===== src/hdl/rmvs_pkg.sv =====
package rmvs_pkg;

  // Default widths of the sample and of the sample counter
  localparam int SAMPLE_BITS_DEF = 16;
  localparam int COUNT_BITS_DEF  = 16;

  // Width of the M2 accumulator and of the shared divider's dividend
  localparam int DIV_W = 64;

  // Width of the square root result
  localparam int ROOT_W = 32;

  // Width of the reported variance
  localparam int VAR_W = 48;

endpackage


===== src/hdl/rmvs_div.sv =====
module rmvs_div #(
  parameter int VW = 16
) (
  input  logic                       clk,
  input  logic                       rst_n,
  input  logic                       start,
  input  logic [rmvs_pkg::DIV_W-1:0] dividend,
  input  logic [VW-1:0]              divisor,
  output logic                       done,
  output logic [rmvs_pkg::DIV_W-1:0] quo
);
  import rmvs_pkg::*;

  localparam int CW = $clog2(DIV_W + 1);

  logic [CW-1:0]    cnt_r;
  logic             busy_r;
  logic             done_r;
  logic [DIV_W-1:0] quo_r;
  logic [VW:0]      rem_r;
  logic [VW-1:0]    dsr_r;
  logic [VW:0]      rem_t;

  // Bring down the next dividend bit
  assign rem_t = {rem_r[VW-1:0], quo_r[DIV_W-1]};

  // Restoring division, one quotient bit per cycle
  always_ff @(posedge clk) begin
    if (!rst_n) begin
      busy_r <= 1'b0;
      done_r <= 1'b0;
      cnt_r  <= '0;
    end else begin
      done_r <= 1'b0;
      if (start) begin
        busy_r <= 1'b1;
        cnt_r  <= CW'(DIV_W);
        quo_r  <= dividend;
        dsr_r  <= divisor;
        rem_r  <= '0;
      end else if (busy_r) begin
        if (rem_t >= {1'b0, dsr_r}) begin
          rem_r <= rem_t - {1'b0, dsr_r};
          quo_r <= {quo_r[DIV_W-2:0], 1'b1};
        end else begin
          rem_r <= rem_t;
          quo_r <= {quo_r[DIV_W-2:0], 1'b0};
        end
        cnt_r <= cnt_r - CW'(1);
        if (cnt_r == CW'(1)) begin
          busy_r <= 1'b0;
          done_r <= 1'b1;
        end
      end
    end
  end

  assign done = done_r;
  assign quo  = quo_r;

endmodule


===== src/hdl/rmvs_mul.sv =====
module rmvs_mul #(
  parameter int W = 41
) (
  input  logic           clk,
  input  logic           rst_n,
  input  logic           start,
  input  logic [W-1:0]   op_a,
  input  logic [W-1:0]   op_b,
  output logic           done,
  output logic [2*W-1:0] prod
);
  import rmvs_pkg::*;

  localparam int CW = $clog2(W + 1);

  logic [CW-1:0]  cnt_r;
  logic           busy_r;
  logic           done_r;
  logic [2*W-1:0] acc_r;
  logic [2*W-1:0] a_r;
  logic [W-1:0]   b_r;

  // Shift-and-add, one multiplier bit per cycle
  always_ff @(posedge clk) begin
    if (!rst_n) begin
      busy_r <= 1'b0;
      done_r <= 1'b0;
      cnt_r  <= '0;
    end else begin
      done_r <= 1'b0;
      if (start) begin
        busy_r <= 1'b1;
        cnt_r  <= CW'(W);
        acc_r  <= '0;
        a_r    <= (2*W)'(op_a);
        b_r    <= op_b;
      end else if (busy_r) begin
        if (b_r[0]) begin
          acc_r <= acc_r + a_r;
        end
        a_r   <= {a_r[2*W-2:0], 1'b0};
        b_r   <= {1'b0, b_r[W-1:1]};
        cnt_r <= cnt_r - CW'(1);
        if (cnt_r == CW'(1)) begin
          busy_r <= 1'b0;
          done_r <= 1'b1;
        end
      end
    end
  end

  assign done = done_r;
  assign prod = acc_r;

endmodule


===== src/hdl/rmvs_sqrt.sv =====
module rmvs_sqrt (
  input  logic                          clk,
  input  logic                          rst_n,
  input  logic                          start,
  input  logic [2*rmvs_pkg::ROOT_W-1:0] rad,
  output logic                          done,
  output logic [rmvs_pkg::ROOT_W-1:0]   root
);
  import rmvs_pkg::*;

  localparam int CW = $clog2(ROOT_W + 1);

  logic [CW-1:0]       cnt_r;
  logic                busy_r;
  logic                done_r;
  logic [2*ROOT_W-1:0] rad_r;
  logic [ROOT_W+1:0]   rem_r;
  logic [ROOT_W-1:0]   root_r;
  logic [ROOT_W+3:0]   rem_t;
  logic [ROOT_W+3:0]   trial;

  // Bring down two radicand bits, try root*4+1
  assign rem_t = {rem_r, rad_r[2*ROOT_W-1 -: 2]};
  assign trial = (ROOT_W+4)'({root_r, 2'b01});

  // Digit-by-digit square root, one result bit per cycle
  always_ff @(posedge clk) begin
    if (!rst_n) begin
      busy_r <= 1'b0;
      done_r <= 1'b0;
      cnt_r  <= '0;
    end else begin
      done_r <= 1'b0;
      if (start) begin
        busy_r <= 1'b1;
        cnt_r  <= CW'(ROOT_W);
        rad_r  <= rad;
        rem_r  <= '0;
        root_r <= '0;
      end else if (busy_r) begin
        if (rem_t >= trial) begin
          rem_r  <= (ROOT_W+2)'(rem_t - trial);
          root_r <= {root_r[ROOT_W-2:0], 1'b1};
        end else begin
          rem_r  <= (ROOT_W+2)'(rem_t);
          root_r <= {root_r[ROOT_W-2:0], 1'b0};
        end
        rad_r <= {rad_r[2*ROOT_W-3:0], 2'b00};
        cnt_r <= cnt_r - CW'(1);
        if (cnt_r == CW'(1)) begin
          busy_r <= 1'b0;
          done_r <= 1'b1;
        end
      end
    end
  end

  assign done = done_r;
  assign root = root_r;

endmodule


===== src/hdl/running_mean_variance_stats.sv =====
// Channel  Direction  tdata                                   tuser
// in_      slave      sample_value[15:0]                      op
// out_     master     count,min,max,mean,variance,stddev      has_data,variance_valid,
//                                                             count_saturated
//
// One item at a time. A sample passes through the mean division, the M2 product,
// the variance division and the square root, all bit-serial, both divisions on the
// shared restoring divider; a clear or an item with fewer than two samples skips the
// variance division and root, and a sample at a full count skips the mean division and product.
// Reset (rst_n, synchronous) empties the statistics; no clearing pass.
// A new item is taken while a result still waits in the output register.
module running_mean_variance_stats #(
  parameter int SAMPLE_BITS = rmvs_pkg::SAMPLE_BITS_DEF,
  parameter int COUNT_BITS  = rmvs_pkg::COUNT_BITS_DEF
) (
  input  logic          clk,
  input  logic          rst_n,
  input  logic          in_tvalid,
  output logic          in_tready,
  input  logic [15:0]   in_tdata,   // sample_value[15:0]
  input  logic          in_tuser,   // op
  output logic          out_tvalid,
  input  logic          out_tready,
  output logic [159:0]  out_tdata,  // sample_count[15:0], min_value[31:16],
                                    // max_value[47:32], mean_value[79:48],
                                    // variance_value[127:80], stddev_value[159:128]
  output logic [2:0]    out_tuser   // has_data, variance_valid, count_saturated
);
  import rmvs_pkg::*;

  localparam int MAG = SAMPLE_BITS + 25;
  localparam int S   = SAMPLE_BITS;
  localparam int CB  = COUNT_BITS;

  localparam logic [2:0] ST_IDLE = 3'd0;
  localparam logic [2:0] ST_MDIV = 3'd1;
  localparam logic [2:0] ST_MUL  = 3'd2;
  localparam logic [2:0] ST_CHK  = 3'd3;
  localparam logic [2:0] ST_VDIV = 3'd4;
  localparam logic [2:0] ST_SQRT = 3'd5;
  localparam logic [2:0] ST_DONE = 3'd6;

  logic [2:0]            state_r;
  logic [CB-1:0]         count_r;
  logic signed [S-1:0]   min_r;
  logic signed [S-1:0]   max_r;
  logic signed [MAG-1:0] mean_r;
  logic [DIV_W-1:0]      m2_r;
  logic signed [MAG-1:0] x_r;
  logic                  dneg_r;
  logic [MAG-1:0]        dmag_r;
  logic                  sat_r;
  logic [VAR_W-1:0]      var_r;
  logic [ROOT_W-1:0]     sd_r;
  logic                  out_valid_r;
  logic [159:0]          out_data_r;
  logic [2:0]            out_user_r;

  logic                  in_fire;
  logic signed [S-1:0]   s_in;
  logic signed [MAG-1:0] x_in;
  logic [MAG:0]          delta;
  logic [MAG:0]          delta_abs;
  logic [CB-1:0]         count_inc;
  logic signed [MAG-1:0] mean_new;
  logic [MAG:0]          err;
  logic [MAG:0]          err_abs;
  logic [127:0]          prod_sh;
  logic [DIV_W-1:0]      m2_add;
  logic [DIV_W:0]        m2_sum;
  logic [VAR_W-1:0]      var_sat;
  logic                  out_load;
  logic                  has_data;
  logic                  var_valid;
  logic signed [MAG-1:0] mean_q;

  logic                  div_start;
  logic [DIV_W-1:0]      div_dnd;
  logic [CB-1:0]         div_dsr;
  logic                  div_done;
  logic [DIV_W-1:0]      div_quo;
  logic                  mul_start;
  logic                  mul_done;
  logic [2*MAG-1:0]      mul_prod;
  logic                  sqrt_start;
  logic                  sqrt_done;
  logic [ROOT_W-1:0]     sqrt_root;

  assign in_tready = (state_r == ST_IDLE);
  assign in_fire   = in_tvalid && in_tready;

  // Take the sample and form delta = x - mean
  assign s_in      = signed'(S'(32'(in_tdata)));
  assign x_in      = signed'({s_in[S-1], s_in, 24'b0});
  assign delta     = {x_in[MAG-1], x_in} - {mean_r[MAG-1], mean_r};
  assign delta_abs = delta[MAG] ? (MAG+1)'(-delta) : delta;
  assign count_inc = count_r + CB'(1);

  // Update the mean and form x - new mean
  assign mean_q   = signed'(div_quo[MAG-1:0]);
  assign mean_new = dneg_r ? (mean_r - mean_q) : (mean_r + mean_q);
  assign err      = {x_r[MAG-1], x_r} - {mean_new[MAG-1], mean_new};
  assign err_abs  = err[MAG] ? (MAG+1)'(-err) : err;

  // Scale the product down, saturate it and the variance quotient, and form the M2 sum
  assign prod_sh = 128'(mul_prod) >> 32;
  assign m2_add  = (|prod_sh[127:DIV_W]) ? '1 : prod_sh[DIV_W-1:0];
  assign m2_sum  = {1'b0, m2_r} + {1'b0, m2_add};
  assign var_sat = (|div_quo[DIV_W-1:VAR_W]) ? '1 : div_quo[VAR_W-1:0];

  // Steer the shared divider
  always_comb begin
    div_start = 1'b0;
    div_dnd   = DIV_W'(delta_abs[MAG-1:0]);
    div_dsr   = count_inc;
    if (state_r == ST_IDLE) begin
      div_start = in_fire && !in_tuser && (count_r != '1);
    end else if (state_r == ST_CHK) begin
      div_start = (count_r > CB'(1));
      div_dnd   = m2_r;
      div_dsr   = count_r - CB'(1);
    end
  end

  assign mul_start  = (state_r == ST_MDIV) && div_done;
  assign sqrt_start = (state_r == ST_VDIV) && div_done;
  assign out_load   = (state_r == ST_DONE) && (!out_valid_r || out_tready);

  rmvs_div #(.VW(CB)) u_div (
    .clk      (clk),
    .rst_n    (rst_n),
    .start    (div_start),
    .dividend (div_dnd),
    .divisor  (div_dsr),
    .done     (div_done),
    .quo      (div_quo)
  );

  rmvs_mul #(.W(MAG)) u_mul (
    .clk   (clk),
    .rst_n (rst_n),
    .start (mul_start),
    .op_a  (dmag_r),
    .op_b  (err_abs[MAG-1:0]),
    .done  (mul_done),
    .prod  (mul_prod)
  );

  rmvs_sqrt u_sqrt (
    .clk   (clk),
    .rst_n (rst_n),
    .start (sqrt_start),
    .rad   ({var_sat, 16'b0}),
    .done  (sqrt_done),
    .root  (sqrt_root)
  );

  // Sequence one item through the serial units
  always_ff @(posedge clk) begin
    if (!rst_n) begin
      state_r <= ST_IDLE;
      count_r <= '0;
      min_r   <= signed'({1'b0, {(S-1){1'b1}}});
      max_r   <= signed'({1'b1, {(S-1){1'b0}}});
      mean_r  <= '0;
      m2_r    <= '0;
      sat_r   <= 1'b0;
    end else begin
      unique case (state_r)
        ST_IDLE: begin
          if (in_fire) begin
            sat_r <= 1'b0;
            if (in_tuser) begin
              count_r <= '0;
              min_r   <= signed'({1'b0, {(S-1){1'b1}}});
              max_r   <= signed'({1'b1, {(S-1){1'b0}}});
              mean_r  <= '0;
              m2_r    <= '0;
              state_r <= ST_CHK;
            end else if (count_r == '1) begin
              sat_r   <= 1'b1;
              state_r <= ST_CHK;
            end else begin
              if (s_in < min_r) begin
                min_r <= s_in;
              end
              if (s_in > max_r) begin
                max_r <= s_in;
              end
              count_r <= count_inc;
              x_r     <= x_in;
              dneg_r  <= delta[MAG];
              dmag_r  <= delta_abs[MAG-1:0];
              state_r <= ST_MDIV;
            end
          end
        end
        ST_MDIV: begin
          if (div_done) begin
            mean_r  <= mean_new;
            state_r <= ST_MUL;
          end
        end
        ST_MUL: begin
          if (mul_done) begin
            m2_r    <= m2_sum[DIV_W] ? '1 : m2_sum[DIV_W-1:0];
            state_r <= ST_CHK;
          end
        end
        ST_CHK: begin
          if (count_r > CB'(1)) begin
            state_r <= ST_VDIV;
          end else begin
            var_r   <= '0;
            sd_r    <= '0;
            state_r <= ST_DONE;
          end
        end
        ST_VDIV: begin
          if (div_done) begin
            var_r   <= var_sat;
            state_r <= ST_SQRT;
          end
        end
        ST_SQRT: begin
          if (sqrt_done) begin
            sd_r    <= sqrt_root;
            state_r <= ST_DONE;
          end
        end
        ST_DONE: begin
          if (out_load) begin
            state_r <= ST_IDLE;
          end
        end
        default: state_r <= ST_IDLE;
      endcase
    end
  end

  assign has_data  = (count_r != '0);
  assign var_valid = (count_r > CB'(1));

  // Hold the result until its transfer
  always_ff @(posedge clk) begin
    if (!rst_n) begin
      out_valid_r <= 1'b0;
    end else if (out_load) begin
      out_valid_r <= 1'b1;
    end else if (out_tready) begin
      out_valid_r <= 1'b0;
    end
  end

  always_ff @(posedge clk) begin
    if (out_load) begin
      out_data_r <= {sd_r, var_r, 32'(mean_r >>> 8),
                     has_data ? 16'(max_r) : 16'd0,
                     has_data ? 16'(min_r) : 16'd0,
                     16'(count_r)};
      out_user_r <= {sat_r, var_valid, has_data};
    end
  end

  assign out_tvalid = out_valid_r;
  assign out_tdata  = out_data_r;
  assign out_tuser  = out_user_r;

  // The input side opens only between items
  a_ready_idle: assert property (@(posedge clk) disable iff (!rst_n)
    in_tready |-> (state_r == ST_IDLE))
    else $error("input ready outside idle");

  // A reported variance without two samples is a slip
  a_var_zero: assert property (@(posedge clk) disable iff (!rst_n)
    (out_tvalid && !out_tuser[1]) |-> (out_tdata[159:80] == '0))
    else $error("variance reported without two samples");

  // Saturation is only flagged at a full count
  a_sat_full: assert property (@(posedge clk) disable iff (!rst_n)
    (state_r == ST_DONE && sat_r) |-> (count_r == '1))
    else $error("saturation flagged below full count");

  // The multiplier finishes only while it is awaited
  a_mul_done: assert property (@(posedge clk) disable iff (!rst_n)
    mul_done |-> (state_r == ST_MUL))
    else $error("multiplier done outside its state");

endmodule


===== config.mk =====
export PLATFORM = sky130hd
export DESIGN_NAME = running_mean_variance_stats
export DESIGN_NICKNAME = d
export VERILOG_FILES = /design/src/hdl/rmvs_pkg.sv /design/src/hdl/rmvs_div.sv /design/src/hdl/rmvs_mul.sv /design/src/hdl/rmvs_sqrt.sv /design/src/hdl/running_mean_variance_stats.sv
export SDC_FILE = /design/constraint.sdc
export NUM_CORES = 2
export LEC_CHECK = 0
export BUFFER_PORTS_ARGS = -buffer_cell sky130_fd_sc_hd__buf_2
export CAP_MARGIN = 30
export CORE_MARGIN = 5
export CORE_UTILIZATION = 41
export CTS_CLUSTER_SIZE = 16
export DETAILED_ROUTE_END_ITERATION = 6
export GPL_ROUTABILITY_DRIVEN = 0
export PLACE_DENSITY = 0.58
export SYNTH_ARGS = -nofsm -noshare
export SYNTH_HDL_FRONTEND = slang
export SYNTH_SLANG_ARGS = --single-unit

===== constraint.sdc =====
create_clock -name clk -period 8.64 [get_ports clk]
set_input_delay 1.296 -clock clk [delete_from_list [all_inputs] [get_ports clk]]
set_output_delay 1.296 -clock clk [all_outputs]
set_load 0.1 [all_outputs]

Yosys cells after proc, flatten, opt, wreduce, memory -nomap -nowiden. Index checks and enable logic that the tools add are counted.

Flip-flop bits (word level): 913. Bits of input ports: 21. Output and inout port bits: 165. Logic and storage cells: 211.

$add $sub $neg: 15. $lt $le $gt $ge: 5. Eq/ne operators: 20. Muxes and demuxes: 82. Bitwise gates (word level): 6. Reduce and logical (&&, ||, !) cells: 44.

Operator list (number): 2-to-1 mux 64 bit (10); 2-to-1 mux 41 bit (9); 2-to-1 mux 82 bit (3); 2-to-1 mux 16 bit (12); 2-to-1 mux 48 bit (3); case mux 64 bit (2 select lines) (1); 2-to-1 mux 32 bit (3); case mux 48 bit (2 select lines) (1); subtractor 40 x 41 -> 42 bit (2); adder 82 bit (1); negation 41 bit (2); case mux 41 bit (2 select lines) (1); 2-to-1 mux 34 bit (2); adder 64 x 50 -> 65 bit (1); case mux 32 bit (2 select lines) (1); adder 41 bit (1); subtractor 41 bit (1); >= comparator 36 x 34 -> 1 bit (1); subtractor 34 bit (1); 2-to-1 mux 6 bit (4); AND reduction 4 bit (6); nonzero test 2 bit (11); case mux 3 bit (7 select lines) (1); 2-to-1 mux 1 bit (20); 34 further kinds (74).

Logic depth before layout (Yosys ltp).
Word-level depth: 7. Depth in mapped cells: 37. Depth with buffers taken out: 36.

Cells and area by module. A second synthesis with hierarchy kept.

Cells, all modules: 5504. Area total of the unflattened synthesis: 55315.6 um^2.

Modules (own cells, without submodules): running_mean_variance_stats (times used 1, cells each 3198, area an instance 29121.7 um^2, sequential area each 12201.7 um^2); rmvs_mul (times used 1, cells each 1253, area an instance 13264.0 um^2, sequential area each 6316.1 um^2); rmvs_sqrt (times used 1, cells each 653, area an instance 7682.4 um^2, sequential area each 4063.9 um^2); rmvs_div (times used 1, cells each 400, area an instance 5247.5 um^2, sequential area each 3062.9 um^2).

Least setup slack after synthesis. OpenSTA, ideal clock, no wires.

Path kind: input port to flip-flop. Start: in rst_n. End: reg u_sqrt.rad_r[16] (enable). Setup time: 0.589 ns. Arrival: 6.650 ns. Required time: 8.051 ns. Slack: 1.401 ns. Stages on the path: 4. Path buffers: 2. Path through: clkbuf_1 -> inv_1 -> clkbuf_1 -> nor2_1.

Longest elaborated chain between the ends: 1.

RTL lines: start: declaration (line running_mean_variance_stats.sv:17) `input logic rst_n,`; AND reduction 2 bit (no line); end signal: assignment (line rmvs_sqrt.sv:37) `rad_r <= rad;`; end signal: assignment (line rmvs_sqrt.sv:48) `rad_r <= {rad_r[2*ROOT_W-3:0], 2'b00};`; end: declaration (line rmvs_sqrt.sv:16) `logic [2*ROOT_W-1:0] rad_r;`.

Every way passes these cells. A chain may end at the register's enable or synchronous reset.

Worst setup path in the final report.
Start: reg u_div.quo_r[3] (netlist: u_div.quo[3]). End: reg u_mul.b_r[40] (data pin).

Longest elaborated chain between the ends: 6. Elaborated cells on any way between the ends: 7. Classes of those cells: add/sub (4); mux (3).

RTL lines: start: declaration (line rmvs_div.sv:19) `logic [DIV_W-1:0] quo_r;`; start signal: assignment (line rmvs_div.sv:38) `quo_r <= dividend;`; start signal: assignment (line rmvs_div.sv:44) `quo_r <= {quo_r[DIV_W-2:0], 1'b1};`; start signal: assignment (line rmvs_div.sv:47) `quo_r <= {quo_r[DIV_W-2:0], 1'b0};`; adder 41 bit / subtractor 41 bit (equally long branches) (line running_mean_variance_stats.sv:101) `assign mean_new = dneg_r ? (mean_r - mean_q) : (mean_r + mean_q);`; 2-to-1 mux 41 bit (*) (line running_mean_variance_stats.sv:101); subtractor 40 x 41 -> 42 bit (*) (line running_mean_variance_stats.sv:102) `assign err = {x_r[MAG-1], x_r} - {mean_new[MAG-1], mean_new};`; negation 41 bit (line running_mean_variance_stats.sv:103) `assign err_abs = err[MAG] ? (MAG+1)'(-err) : err;`; 2-to-1 mux 41 bit (*) (line running_mean_variance_stats.sv:103); 2-to-1 mux 41 bit (*) (line rmvs_mul.sv:31) `if (start) begin`; end signal: assignment (line rmvs_mul.sv:36) `b_r <= op_b;`; end signal: assignment (line rmvs_mul.sv:42) `b_r <= {1'b0, b_r[W-1:1]};`; end: declaration (line rmvs_mul.sv:21) `logic [W-1:0] b_r;`.

Mark *: on every way between the ends. The rest lies on a longest branch, timed or not.

==> results.md <==
* Worst skew pair latency at around 0.74 ns
* Hold/Removal Path Class: reg2reg
* CP endpoint kind: register
* Starting Density at 41.37%
* First-pass GRT wire length at 217300 µm
* Top post-synthesis cells by area: edfxtp_1, ha_1, dfxtp_1
* Peak supply drop at 0.1457 mV
* # setup viols final at 0
* Setup WS pre-CTS at between 0.6 and 0.7 ns
* Min Tclk post-route at 7.778 ns
* Synth top area share at 41.28%
* Die Ht at between 300 and 400 µm
* Antenna Nets Post-Route at 0
* Io pins at around 190
* Synthesized instance count at about 5400
* Main flop type after synthesis: edfxtp_1
* Sequential area share after synthesis at 48.32%
* WP data required at roughly 9 ns
* Routed WL at about 140000 µm
* Number of synthesized register bits at ~900
* R2r worst-path depth at 33
* Final nets at 5792
* All-Layer GR Usage at between 20% and 30%
* Finished Layout Cells at around 7200
* Skew final at approximately 0.06 ns
* # H-tree levels at 3
* Most frequent cell after synthesis: edfxtp_1
* Die Footprint at ~130000 µm²
* Input/output buffers at about 190
* Via count at between 30000 and 40000
* CP arrival at between 8 and 9 ns
* Placed Instances at around 7000
* Count of cell types in the netlist at 92
* Ys async rst share at 0%
* Least-Margin Pin Slew at 1.048 ns
* Max Cap Viol at 0
* Post-CTS Setup Inserts at 0
* Share of cells above drive strength 1 at 8.585%
* DP HPWL at ~100000 µm
* Hold Buf Count CTS at 0
* Initial antenna violation count at 1
* Core ar. at about 130000 µm²
* Multiplexer area fraction after synthesis at between 1 and 1.5%
* Syn avg cell area at between 9 and 10 µm²
* Rel. slew slack at 29.98%
* Resize count post-CTS at 0
* Final worst path period share at 90.03%
* Post-synth top cells: edfxtp_1, nor2_1, nand2_1
* Maximum clock path buffer count at 3
* Die X at between 300 and 400 µm
* Clk sink count at around 900
* Most used cell, CP: nand2_1
* Critical Path Max Stage Delay at between 0.4 and 0.5 ns
* DRT iter0 DRCs at between 3000 and 4000
* Synthesized cell area at approximately 52000 µm²
* EDFF count, synth at 716
* Startpoint Class: register
* Largest family of logic cells by synthesized area: simple AND/OR/NAND/NOR gates
* Max Slew Vio Count at 0
* PwrDens at 204.2 nW/µm²
* Crit-path max FO at 8
* Row cnt at 130
* Grt ovf at 0
* Vias in the first global route at 37710
* Number of failing hold endpoints at the final stage at 0
* Yosys top cell by area: edfxtp_1
* PnR worst setup slack at roughly 0.86 ns
* Setup TNS at 0 ns
* Vias per cell at 5.547
* Peak Freq at approximately 130 MHz
* First drt pass iteration count at 6
* # DRC at 0
* Area delta synth->final at 11.87%
* Hold path depth at 0
* Leak pwr at around 0.023 µW
* RSZ-0062 raised after global routing: false
* Post-synthesis compound-gate area fraction at 16.40%
* Root buf cell: clkbuf_16
* Largest net degree at the start of global routing at 143
* Synth Warn # at 0
* TritonCTS clock tree: yes
* Post-Synth Simple-Gate Area at 16.66%
* Num CTS Buffers at approximately 100
* Final Util at 46.28%
* Synth Area in Adders at between 7 and 8%
* Synthesized net count at 5711
* Clock transition at the registers of the reported paths at ~0.060 ns
* Outcome: completed
* Xor and xnor area share after synthesis at 6.825%
* CP max stage cell: edfxtp_1
* Routed len/inst at 19.41 µm
* Kind of critical path: reg2reg
==> layout make-up <==
class	count	area, µm²
Timing Repair Buffer	230	1363
Inverter	209	787.0
Clock inverter	72	884.6
Clock buffer	119	2666
Fill cell	12050	67630
Tap cell	1650	2064
Antenna cell	2	5.005
Multi-Input combinational cell	4027	25330
Sequential cell	899	25160
==> critical path: cells and delay by family, from the launching register on <==
family | cells | cell delay [ns]
XOR/XNOR | 2 | 0.32
AND/OR/NAND/NOR | 15 | 3.12
AO/OA/AOI/OAI | 13 | 2.67
multiplexers | 1 | 0.21
flip-flops | 1 | 0.48
adder cells (fa/ha/maj) | 2 | 0.69
==> cells in the final DEF, fill, tap and decap left out, drive strengths merged, types with 54 or more instances in the layout <==
master	synthesis	layout
a21o	166	166
a21oi	400	400
a31oi	64	64
and2	99	99
buf	19	230
clkbuf	233	119
clkinv	1	54
dfxtp	183	183
edfxtp	716	716
ha	299	299
inv	208	208
mux2i	55	55
nand2	592	592
nand3	100	100
nor2	596	596
nor2b	57	57
nor3	131	131
o21ai	423	423
xnor2	259	259
xor2	146	146
==> cells by family (layout without fill, tap and decap cells) <==
| group | Yosys count | count (layout) |
|---|---|---|
| mux | 58 | 58 |
| other cells | 0 | 2 |
| buf+inv | 461 | 630 |
| simple gates | 1872 | 1872 |
| flops | 899 | 899 |
| fa+ha+maj | 303 | 303 |
| xor+xnor | 405 | 405 |
| compound gates | 1389 | 1389 |
==> final timing paths <==
kind,from,end,slack (ns)
setup / recovery,u_div.quo[3]$_DFFE_PP_,u_mul.b_r[40]$_SDFFCE_PN0P_,0.86
hold reg to reg,var_r[18]$_SDFFCE_PP0P_,out_tdata[98]$_DFFE_PP_,0.38
hold / removal,var_r[18]$_SDFFCE_PP0P_,out_tdata[98]$_DFFE_PP_,0.38
setup reg to reg,u_div.quo[3]$_DFFE_PP_,u_mul.b_r[40]$_SDFFCE_PN0P_,0.86
==> report_power, final <==
group | switching, µW | total, µW | internal, µW
registers | 157 | 5060 | 4900
clock network | 1870 | 4570 | 2700
logic | 1530 | 2270 | 737
==> per-layer routing <==
layer | track usage, % | vias to the layer above | share of wire [%] | wire [µm]
li1 | - | 19610 | - | -
met1 | 28.07 | 19250 | 47 | 65080
met2 | 32.80 | 943 | 46 | 64430
met3 | 2.835 | 179 | 5.3 | 7424
met4 | 5.031 | 2 | 2.1 | 2933
met5 | 0 | - | 0.011 | 16
==> state kept, by name, indices dropped and copies added (netlist names), 7 cells and up <==
register	count
u_mul.prod	82
u_div.dsr_r	16
m2_r	64
u_sqrt.rem_r	34
max_r	16
min_r	16
mean_r	41
u_div.rem_r	16
u_div.cnt_r	7
dmag_r	41
u_sqrt.rad_r	48
u_mul.a_r	82
u_div.quo	64
out_tdata	160
sd_r	32
u_sqrt.root	32
x_r	16
var_r	48
count_r	16
u_mul.b_r	41
==> stage by stage <==
stage               hold slack (ns)  total power [µW]  cell area [µm²]
floorplan                    0.4003              6765            52080
global placement             0.4006              7354            54580
detailed placement           0.4045              7402            54670
CTS                          0.3723             12000            58220
global route                 0.3843             12410            58260
finish                       0.3821             11900            58270
Note: power is estimated with default switching activity, not from simulation.
